**config.mk**
```make
export PLATFORM = sky130hd
export DESIGN_NAME = stream_pattern_match_top
export DESIGN_NICKNAME = d
export VERILOG_FILES = /design/src/spm_pkg.sv /design/src/spm_cfg.sv /design/src/spm_compare.sv /design/src/stream_pattern_match_top.sv
export SDC_FILE = /design/constraint.sdc
export NUM_CORES = 2
export LEC_CHECK = 0
export CORE_MARGIN = 1
export CORE_UTILIZATION = 55
export DETAILED_ROUTE_END_ITERATION = 6
export DONT_BUFFER_PORTS = 1
export GPL_TIMING_DRIVEN = 0
export PLACE_DENSITY = 0.7
export SETUP_SLACK_MARGIN = 0.02
export SYNTH_ARGS = -nofsm -noshare
export SYNTH_HDL_FRONTEND = slang
export SYNTH_SLANG_ARGS = --single-unit
```
**constraint.sdc**
```tcl
create_clock -name clk -period 8 [get_ports clk]
set_clock_uncertainty 0.2 [all_clocks]
set_input_delay 2.4 -clock clk [delete_from_list [all_inputs] [get_ports clk]]
set_output_delay 2.4 -clock clk [all_outputs]
set_load 0.005 [all_outputs]
```
**src/spm_pkg.sv**
```systemverilog
// spm_pkg: shared constants and types for the stream pattern matcher.
// Used by spm_cfg, spm_compare and stream_pattern_match_top; no dependencies.

package spm_pkg;

  // Default sizes handed to the top-level parameters
  localparam int MAX_PATTERN_DEF   = 32;
  localparam int POSITION_BITS_DEF = 32;

  // Fixed field widths
  localparam int BYTE_W    = 8;
  localparam int LEN_W     = 6;
  localparam int CFG_W     = 64;
  localparam int CFG_IDX_W = 3;
  localparam int START_W   = 32;

  // Pattern storage: four 64-bit words, 32 bytes
  localparam int PAT_WORDS = 4;
  localparam int PAT_BYTES = PAT_WORDS * (CFG_W / BYTE_W);
  localparam int PAT_IDX_W = $clog2(PAT_BYTES);

  // Configuration register indexes
  localparam logic [CFG_IDX_W-1:0] REG_PATTERN_LENGTH = 3'd0;
  localparam logic [CFG_IDX_W-1:0] REG_PATTERN_0_7    = 3'd1;
  localparam logic [CFG_IDX_W-1:0] REG_PATTERN_8_15   = 3'd2;
  localparam logic [CFG_IDX_W-1:0] REG_PATTERN_16_23  = 3'd3;
  localparam logic [CFG_IDX_W-1:0] REG_PATTERN_24_31  = 3'd4;

  // Pattern-length control handed from the config block to the compare
  typedef struct packed {
    logic [LEN_W-1:0] len;     // pattern length in use
    logic             len_ok;  // length in 1..MAX_PATTERN
  } cfg_ctl_t;

endpackage

```
**src/spm_cfg.sv**
```systemverilog
// spm_cfg: configuration registers and the length-aligned pattern image.
// Depends on spm_pkg.

module spm_cfg import spm_pkg::*; #(
  parameter int MAX_PATTERN = MAX_PATTERN_DEF
) (
  input  logic                                  clk,
  input  logic                                  rst,
  input  logic                                  cfg_en,
  input  logic [CFG_IDX_W-1:0]                  cfg_index,
  input  logic [CFG_W-1:0]                      cfg_data,
  output cfg_ctl_t                              ctl,
  output logic [MAX_PATTERN-1:0][BYTE_W-1:0]    aligned,
  output logic [MAX_PATTERN-1:0]                mask
);

  logic [LEN_W-1:0]                   pattern_length;
  logic [PAT_WORDS-1:0][CFG_W-1:0]    pattern_words;
  logic [PAT_BYTES-1:0][BYTE_W-1:0]   pat_bytes;
  logic [MAX_PATTERN-1:0][BYTE_W-1:0] aligned_next;
  logic [MAX_PATTERN-1:0]             mask_next;

  assign pat_bytes = pattern_words;

  always_ff @(posedge clk) begin
    if (rst) begin
      pattern_length <= LEN_W'(1);
      pattern_words  <= '0;
    end else if (cfg_en) begin
      case (cfg_index)
        REG_PATTERN_LENGTH: pattern_length   <= cfg_data[LEN_W-1:0];
        REG_PATTERN_0_7:    pattern_words[0] <= cfg_data;
        REG_PATTERN_8_15:   pattern_words[1] <= cfg_data;
        REG_PATTERN_16_23:  pattern_words[2] <= cfg_data;
        REG_PATTERN_24_31:  pattern_words[3] <= cfg_data;
        default: ;
      endcase
    end
  end

  // Window entry j (newest first) must equal pattern byte len-1-j
  always_comb begin
    logic [LEN_W-1:0] k;
    k            = '0;
    aligned_next = '0;
    mask_next    = '0;
    for (int j = 0; j < MAX_PATTERN; j++) begin
      k = pattern_length - LEN_W'(1) - LEN_W'(j);
      if (LEN_W'(j) < pattern_length) begin
        aligned_next[j] = pat_bytes[k[PAT_IDX_W-1:0]];
        mask_next[j]    = 1'b1;
      end
    end
  end

  // Register the aligned image; it follows a config write in the following cycle
  always_ff @(posedge clk) begin
    if (rst) begin
      aligned <= '0;
      mask    <= MAX_PATTERN'(1);
    end else begin
      aligned <= aligned_next;
      mask    <= mask_next;
    end
  end

  assign ctl.len    = pattern_length;
  assign ctl.len_ok = (pattern_length != '0) && (pattern_length <= LEN_W'(MAX_PATTERN));

endmodule

```
**src/spm_compare.sv**
```systemverilog
// spm_compare: parallel byte compare of the window against the aligned pattern,
// plus start-index computation, clamped if wider than START_W. Depends on spm_pkg.

module spm_compare import spm_pkg::*; #(
  parameter int MAX_PATTERN   = MAX_PATTERN_DEF,
  parameter int POSITION_BITS = POSITION_BITS_DEF
) (
  input  logic [MAX_PATTERN-1:0][BYTE_W-1:0] window,
  input  logic [MAX_PATTERN-1:0][BYTE_W-1:0] aligned,
  input  logic [MAX_PATTERN-1:0]             mask,
  input  cfg_ctl_t                           ctl,
  input  logic [POSITION_BITS-1:0]           position,
  output logic                               hit,
  output logic [START_W-1:0]                 start
);

  logic [MAX_PATTERN-1:0]   byte_ok;
  logic [POSITION_BITS-1:0] len_ext;
  logic [POSITION_BITS-1:0] start_full;

  always_comb begin
    for (int j = 0; j < MAX_PATTERN; j++) begin
      byte_ok[j] = !mask[j] || (window[j] == aligned[j]);
    end
  end

  assign len_ext    = POSITION_BITS'(ctl.len);
  assign start_full = position - len_ext;
  assign hit        = ctl.len_ok && (position >= len_ext) && (&byte_ok);

  generate
    if (POSITION_BITS > START_W) begin : g_clamp
      assign start = (|start_full[POSITION_BITS-1:START_W]) ? '1
                                                            : start_full[START_W-1:0];
    end else begin : g_extend
      assign start = START_W'(start_full);
    end
  endgenerate

endmodule

```
**src/stream_pattern_match_top.sv**
```systemverilog
// stream_pattern_match_top: exact pattern search over a byte stream.
// Depends on spm_pkg, spm_cfg and spm_compare.
//
//   channel   handshake           payload
//   -------   ---------           -------
//   input     in_valid/in_stall   text_byte[7:0], new_text
//   output    out_valid/out_stall match_start[31:0]
//   config    cfg_en (no wait)    cfg_index[2:0], cfg_data[63:0]
//
// One item per cycle sustained while no match waits on a stalled result. An
// accepted item shifts into the window register and bumps the position count
// at the accept edge; while it sits in the compare stage, MAX_PATTERN byte
// compares run in parallel and a hit loads the result register once it is free.
// match_start is driven from that result register.
// Reset (rst, synchronous) clears window, position, valids, pattern; length goes to 1.
// A non-matching item never waits on out_stall; a matching item holds the
// compare stage only while the result register is full and stalled.

module stream_pattern_match_top import spm_pkg::*; #(
  parameter int MAX_PATTERN   = MAX_PATTERN_DEF,
  parameter int POSITION_BITS = POSITION_BITS_DEF
) (
  input  logic                 clk,
  input  logic                 rst,
  // configuration write port
  input  logic                 cfg_en,
  input  logic [CFG_IDX_W-1:0] cfg_index,
  input  logic [CFG_W-1:0]     cfg_data,
  // text input
  input  logic                 in_valid,
  output logic                 in_stall,
  input  logic [BYTE_W-1:0]    text_byte,
  input  logic                 new_text,
  // match output
  output logic                 out_valid,
  input  logic                 out_stall,
  output logic [START_W-1:0]   match_start
);

  localparam logic [POSITION_BITS-1:0] POS_MAX = '1;

  cfg_ctl_t                           ctl;
  logic [MAX_PATTERN-1:0][BYTE_W-1:0] aligned;
  logic [MAX_PATTERN-1:0]             mask;

  // Window state: newest byte in entry 0
  logic [MAX_PATTERN-1:0][BYTE_W-1:0] window;
  logic [MAX_PATTERN-1:0][BYTE_W-1:0] window_next;
  logic [POSITION_BITS-1:0]           position;
  logic [POSITION_BITS-1:0]           position_base;
  logic [POSITION_BITS-1:0]           position_next;
  logic                               cmp_valid;   // an item waits in the compare stage

  logic                               hit;
  logic [START_W-1:0]                 start;
  logic                               in_accept;
  logic                               out_free;
  logic                               cmp_move;

  spm_cfg #(
    .MAX_PATTERN (MAX_PATTERN)
  ) u_cfg (
    .clk       (clk),
    .rst       (rst),
    .cfg_en    (cfg_en),
    .cfg_index (cfg_index),
    .cfg_data  (cfg_data),
    .ctl       (ctl),
    .aligned   (aligned),
    .mask      (mask)
  );

  spm_compare #(
    .MAX_PATTERN   (MAX_PATTERN),
    .POSITION_BITS (POSITION_BITS)
  ) u_compare (
    .window   (window),
    .aligned  (aligned),
    .mask     (mask),
    .ctl      (ctl),
    .position (position),
    .hit      (hit),
    .start    (start)
  );

  // Handshake: result register frees when empty or being taken this cycle.
  assign out_free  = !out_valid || !out_stall;
  // Drop a miss at once; advance a hit only into a free result register.
  assign cmp_move  = cmp_valid && (!hit || out_free);
  assign in_stall  = cmp_valid && !cmp_move;
  assign in_accept = in_valid && !in_stall;

  // Restart clears the window and count before the new byte shifts in.
  always_comb begin
    if (new_text) begin
      window_next   = '0;
      position_base = '0;
    end else begin
      window_next   = window << BYTE_W;
      position_base = position;
    end
    window_next[0] = text_byte;
    // Saturate the count at its maximum
    position_next = (position_base == POS_MAX) ? position_base
                                               : position_base + POSITION_BITS'(1);
  end

  always_ff @(posedge clk) begin
    if (rst) begin
      window    <= '0;
      position  <= '0;
      cmp_valid <= 1'b0;
    end else if (in_accept) begin
      window    <= window_next;
      position  <= position_next;
      cmp_valid <= 1'b1;
    end else if (cmp_move) begin
      cmp_valid <= 1'b0;
    end
  end

  // Result register
  always_ff @(posedge clk) begin
    if (rst) begin
      out_valid <= 1'b0;
    end else if (cmp_move && hit) begin
      out_valid <= 1'b1;
    end else if (!out_stall) begin
      out_valid <= 1'b0;
    end
  end

  always_ff @(posedge clk) begin
    if (cmp_move && hit) begin
      match_start <= start;
    end
  end

endmodule

```
==> impl_metrics.ini <==
[detailed_routing]
drtPass1Iterations = 7
vias = 42900
final_antenna_net_count = 0
detail_route.iter0.violations = 6217
via_per_inst = 6.71
detail_route.drc_violations = 1
postRouteWirelength_um = 218000
drt-wirelength-per-cell_um = 34.2

[clock_network]
cts-htree-levels = 3
path_clk_slew_ns = 0.08
numClockSinks = 872
clk-insertion-delay-late_ns = 0.74
cts_root_buf = sky130_fd_sc_hd__clkbuf_16
postCtsResizedCells = 1
cts_tree = built
postCtsSetupRepairBufs = 0
max-clock-path-buffers = 3
numCtsBuffers = 90
quantity_of_hold_fixing_buffers_added_after_cts = 0

[timing]
post-route-period-util_pct = 98.9
max_clock_freq_ghz = 0.126
final-max-slew-violation-count = 14
slew-limit-headroom_pct = -2.29
timing.setup.tns_ns = 0
rsz_0062_raised_after_global_routing = no
finalCriticalPeriod_ns = 7.91
worst-slew-pin-transition_ns = 1.53
timing.final.setup_violations = 0
hold_viol = 0

[run]
drv.max_cap_violation_count = 2

[placement]
detailed_place_hpwl_um = 178000
placement.io_buffers = 0
gp_congestion = 1.23

[synth]
synth.cell_area_mm2 = 0.0466
synthTopCellsByArea = sky130_fd_sc_hd__dfxtp_1 (36%), sky130_fd_sc_hd__mux4_2 (14%), sky130_fd_sc_hd__mux2i_1 (12%)
synth_seq_cells = 872
ys_async_sr_fraction_pct = 0
synth_top_area_cell = sky130_fd_sc_hd__dfxtp_1
synth.top_cell.area_share_pct = 36.1
postSynthNetCount = 5189
ys_dominant_reg_cell = sky130_fd_sc_hd__dfxtp_1
post-synth-top-count-cell = sky130_fd_sc_hd__nand2_1
post_synth_edffs = 32
yosysUniqueCellTypes = 64
syn-mean-instance-area_um2 = 9.16
synth_seq_area_share_pct = 38.2
yosys-top-cells-count = sky130_fd_sc_hd__nand2_1 (1,021), sky130_fd_sc_hd__dfxtp_1 (840), sky130_fd_sc_hd__mux2i_1 (546)
synth.yosys.warnings = 0
synthesized_netlist_cell_count = 5086

[floorplanning]
ios = 115
std_cell_rows = 106
dieHeight_um = 293
initial_utilization_pct = 55.7
die_w_um = 293
coreArea_mm2 = 0.0837
dieArea_mm2 = 0.0859

[pwr]
total_power_uw = 10400
peakVddDrop_mv = 0.222
power.density_mw_per_mm2 = 202
leakagePower_uw = 0.0187

[worst_hold_path]
holdCritPathClass = reg -> reg
worstHoldPathCells = 2

[cells_and_area]
layout.filler_cells = 7142
drive_gt1_share_pct = 10.4
finish.net_count = 5283
postLayoutCoreUtil_pct = 61.3
syn_to_layout_area_delta_pct = 10.2

[status]
failed_checks = DRC, capacitance limit, slew limit
outcome = complete, but fails checks

[worst_setup_path]
worstSetupStartpointType = flip-flop
crit_required_ns = 8.34
r2r.worst_path.cells = 15
worstSetupPathType = reg -> reg
critical_path_arrival_ns = 8.25
critical_path_peak_fanout = 10
endpoint_kind = flip-flop

[grt]
grt_max_degree = 33
wire_length_of_the_first_global_routing_pass_um = 297000
antenna_found_initial = 9
grt-ovfl-total = 0
first_global_vias = 38400
grt_usage_pct = 50.0
-- worst paths after layout --
kind	slack (ns)	from	to
worst min-delay path	0.26	window[254]	window[254]
worst min register to register	0.26	window[254]	window[254]
worst max-delay path	0.09	u_cfg.pattern_length[0]	u_cfg.aligned[19]
worst max register to register	0.09	u_cfg.pattern_length[0]	u_cfg.aligned[19]
-- worst max-delay path, stage by stage (launching register included) --
cell	delay, ns
sky130_fd_sc_hd__dfxtp_1	0.64
sky130_fd_sc_hd__clkbuf_1	0.54
sky130_fd_sc_hd__buf_2	0.47
sky130_fd_sc_hd__inv_1	0.28
sky130_fd_sc_hd__ha_1	0.59
sky130_fd_sc_hd__clkbuf_1	0.45
sky130_fd_sc_hd__clkbuf_1	0.60
sky130_fd_sc_hd__clkbuf_1	0.76
sky130_fd_sc_hd__inv_1	0.36
sky130_fd_sc_hd__ha_1	0.38
sky130_fd_sc_hd__clkbuf_1	0.26
sky130_fd_sc_hd__buf_1	0.68
sky130_fd_sc_hd__mux2i_1	0.33
sky130_fd_sc_hd__mux2i_1	0.14
sky130_fd_sc_hd__mux2i_1	0.91
sky130_fd_sc_hd__nor2_1	0.12
-- cell families (layout without fill, tap and decap cells) --
kind of cell / Yosys count / count (layout) / share of synthesized area [%]
AOI/OAI and AO/OA: 798 / 798 / 8.91
adders and majority gates: 22 / 22 / 0.607
other: 0 / 6 / 0
muxes: 866 / 866 / 26.4
and+or+nand+nor: 1778 / 1778 / 16.4
DFF: 872 / 872 / 38.2
xor gates and xnor gates: 309 / 309 / 5.81
buffers and inverters: 441 / 610 / 3.70
-- routing by layer --
| metal | vias to the layer above | global-route usage [%] | routed length (µm) | part of all wire (%) |
|---|---|---|---|---|
| met5 | - | 0 | 19 | 0.0087 |
| met4 | 2 | 42.0 | 23500 | 11 |
| met3 | 779 | 12.2 | 26000 | 12 |
| met2 | 3349 | 73.4 | 90900 | 42 |
| met1 | 20700 | 62.0 | 78100 | 36 |
| li1 | 18100 | - | - | - |
-- layout by cell type (no fill, tap or decap), types with 10 or more instances in the layout --
cell type / instances
sky130_fd_sc_hd__bufinv_16: 14
sky130_fd_sc_hd__a21oi_1: 391
sky130_fd_sc_hd__nor3_1: 26
sky130_fd_sc_hd__and3_1: 12
sky130_fd_sc_hd__xor2_1: 19
sky130_fd_sc_hd__clkbuf_8: 13
sky130_fd_sc_hd__xnor2_1: 289
sky130_fd_sc_hd__o21ai_1: 88
sky130_fd_sc_hd__nor2b_1: 12
sky130_fd_sc_hd__buf_1: 55
sky130_fd_sc_hd__ha_1: 21
sky130_fd_sc_hd__clkbuf_16: 91
sky130_fd_sc_hd__o21ai_0: 269
sky130_fd_sc_hd__mux2_2: 32
sky130_fd_sc_hd__dfxtp_1: 840
sky130_fd_sc_hd__nand4_1: 85
sky130_fd_sc_hd__clkbuf_1: 296
sky130_fd_sc_hd__or4_1: 12
sky130_fd_sc_hd__mux2i_1: 546
sky130_fd_sc_hd__nand3_1: 274
sky130_fd_sc_hd__nand2_1: 1021
sky130_fd_sc_hd__edfxtp_1: 32
sky130_fd_sc_hd__inv_1: 53
sky130_fd_sc_hd__a31oi_1: 12
sky130_fd_sc_hd__nor4_1: 11
sky130_fd_sc_hd__or2_2: 10
sky130_fd_sc_hd__buf_2: 36
sky130_fd_sc_hd__mux4_2: 288
sky130_fd_sc_hd__nand3b_1: 10
sky130_fd_sc_hd__nor2_1: 265
sky130_fd_sc_hd__clkinv_2: 17
-- per-stage QoR --
stage	worst slack, ns	area, µm²	cells	hold slack (ns)
6_report	0.0881	51300	6395	0.264
4_1_cts	0.286	51300	6387	0.267
2_1_floorplan	2.43	46600	5086	0.241
5_1_grt	0.154	51300	6390	0.289
3_3_place_gp	0.290	48000	6220	0.250
3_5_place_dp	0.342	48000	6220	0.259
-- power breakdown --
group,switching (µW),internal [µW]
registers,63.0,4420
logic,849,399
clock network,1950,2700
total,2860,7510
-- final cells by class --
type	count	area, µm²	area share [%]
clock buffer	114	2490	4.86
buffer	383	1510	2.93
sequential	872	17800	34.6
tap	1134	1420	2.76
multi-input combinational	3773	27100	52.8
inverter	58	218	0.424
antenna	6	15.0	0.0292
clock inverter	53	781	1.52
timing repair buffer	2	22.5	0.0439
-- flip-flops by register name (all words and copies together), names as in the netlist --
name,count
cmp_valid,1
match_start,32
out_valid,1
position,32
u_cfg.aligned,256
u_cfg.mask,32
u_cfg.pat_bytes,256
u_cfg.pattern_length,6
window,256
Power figures use the tool's default switching activity.
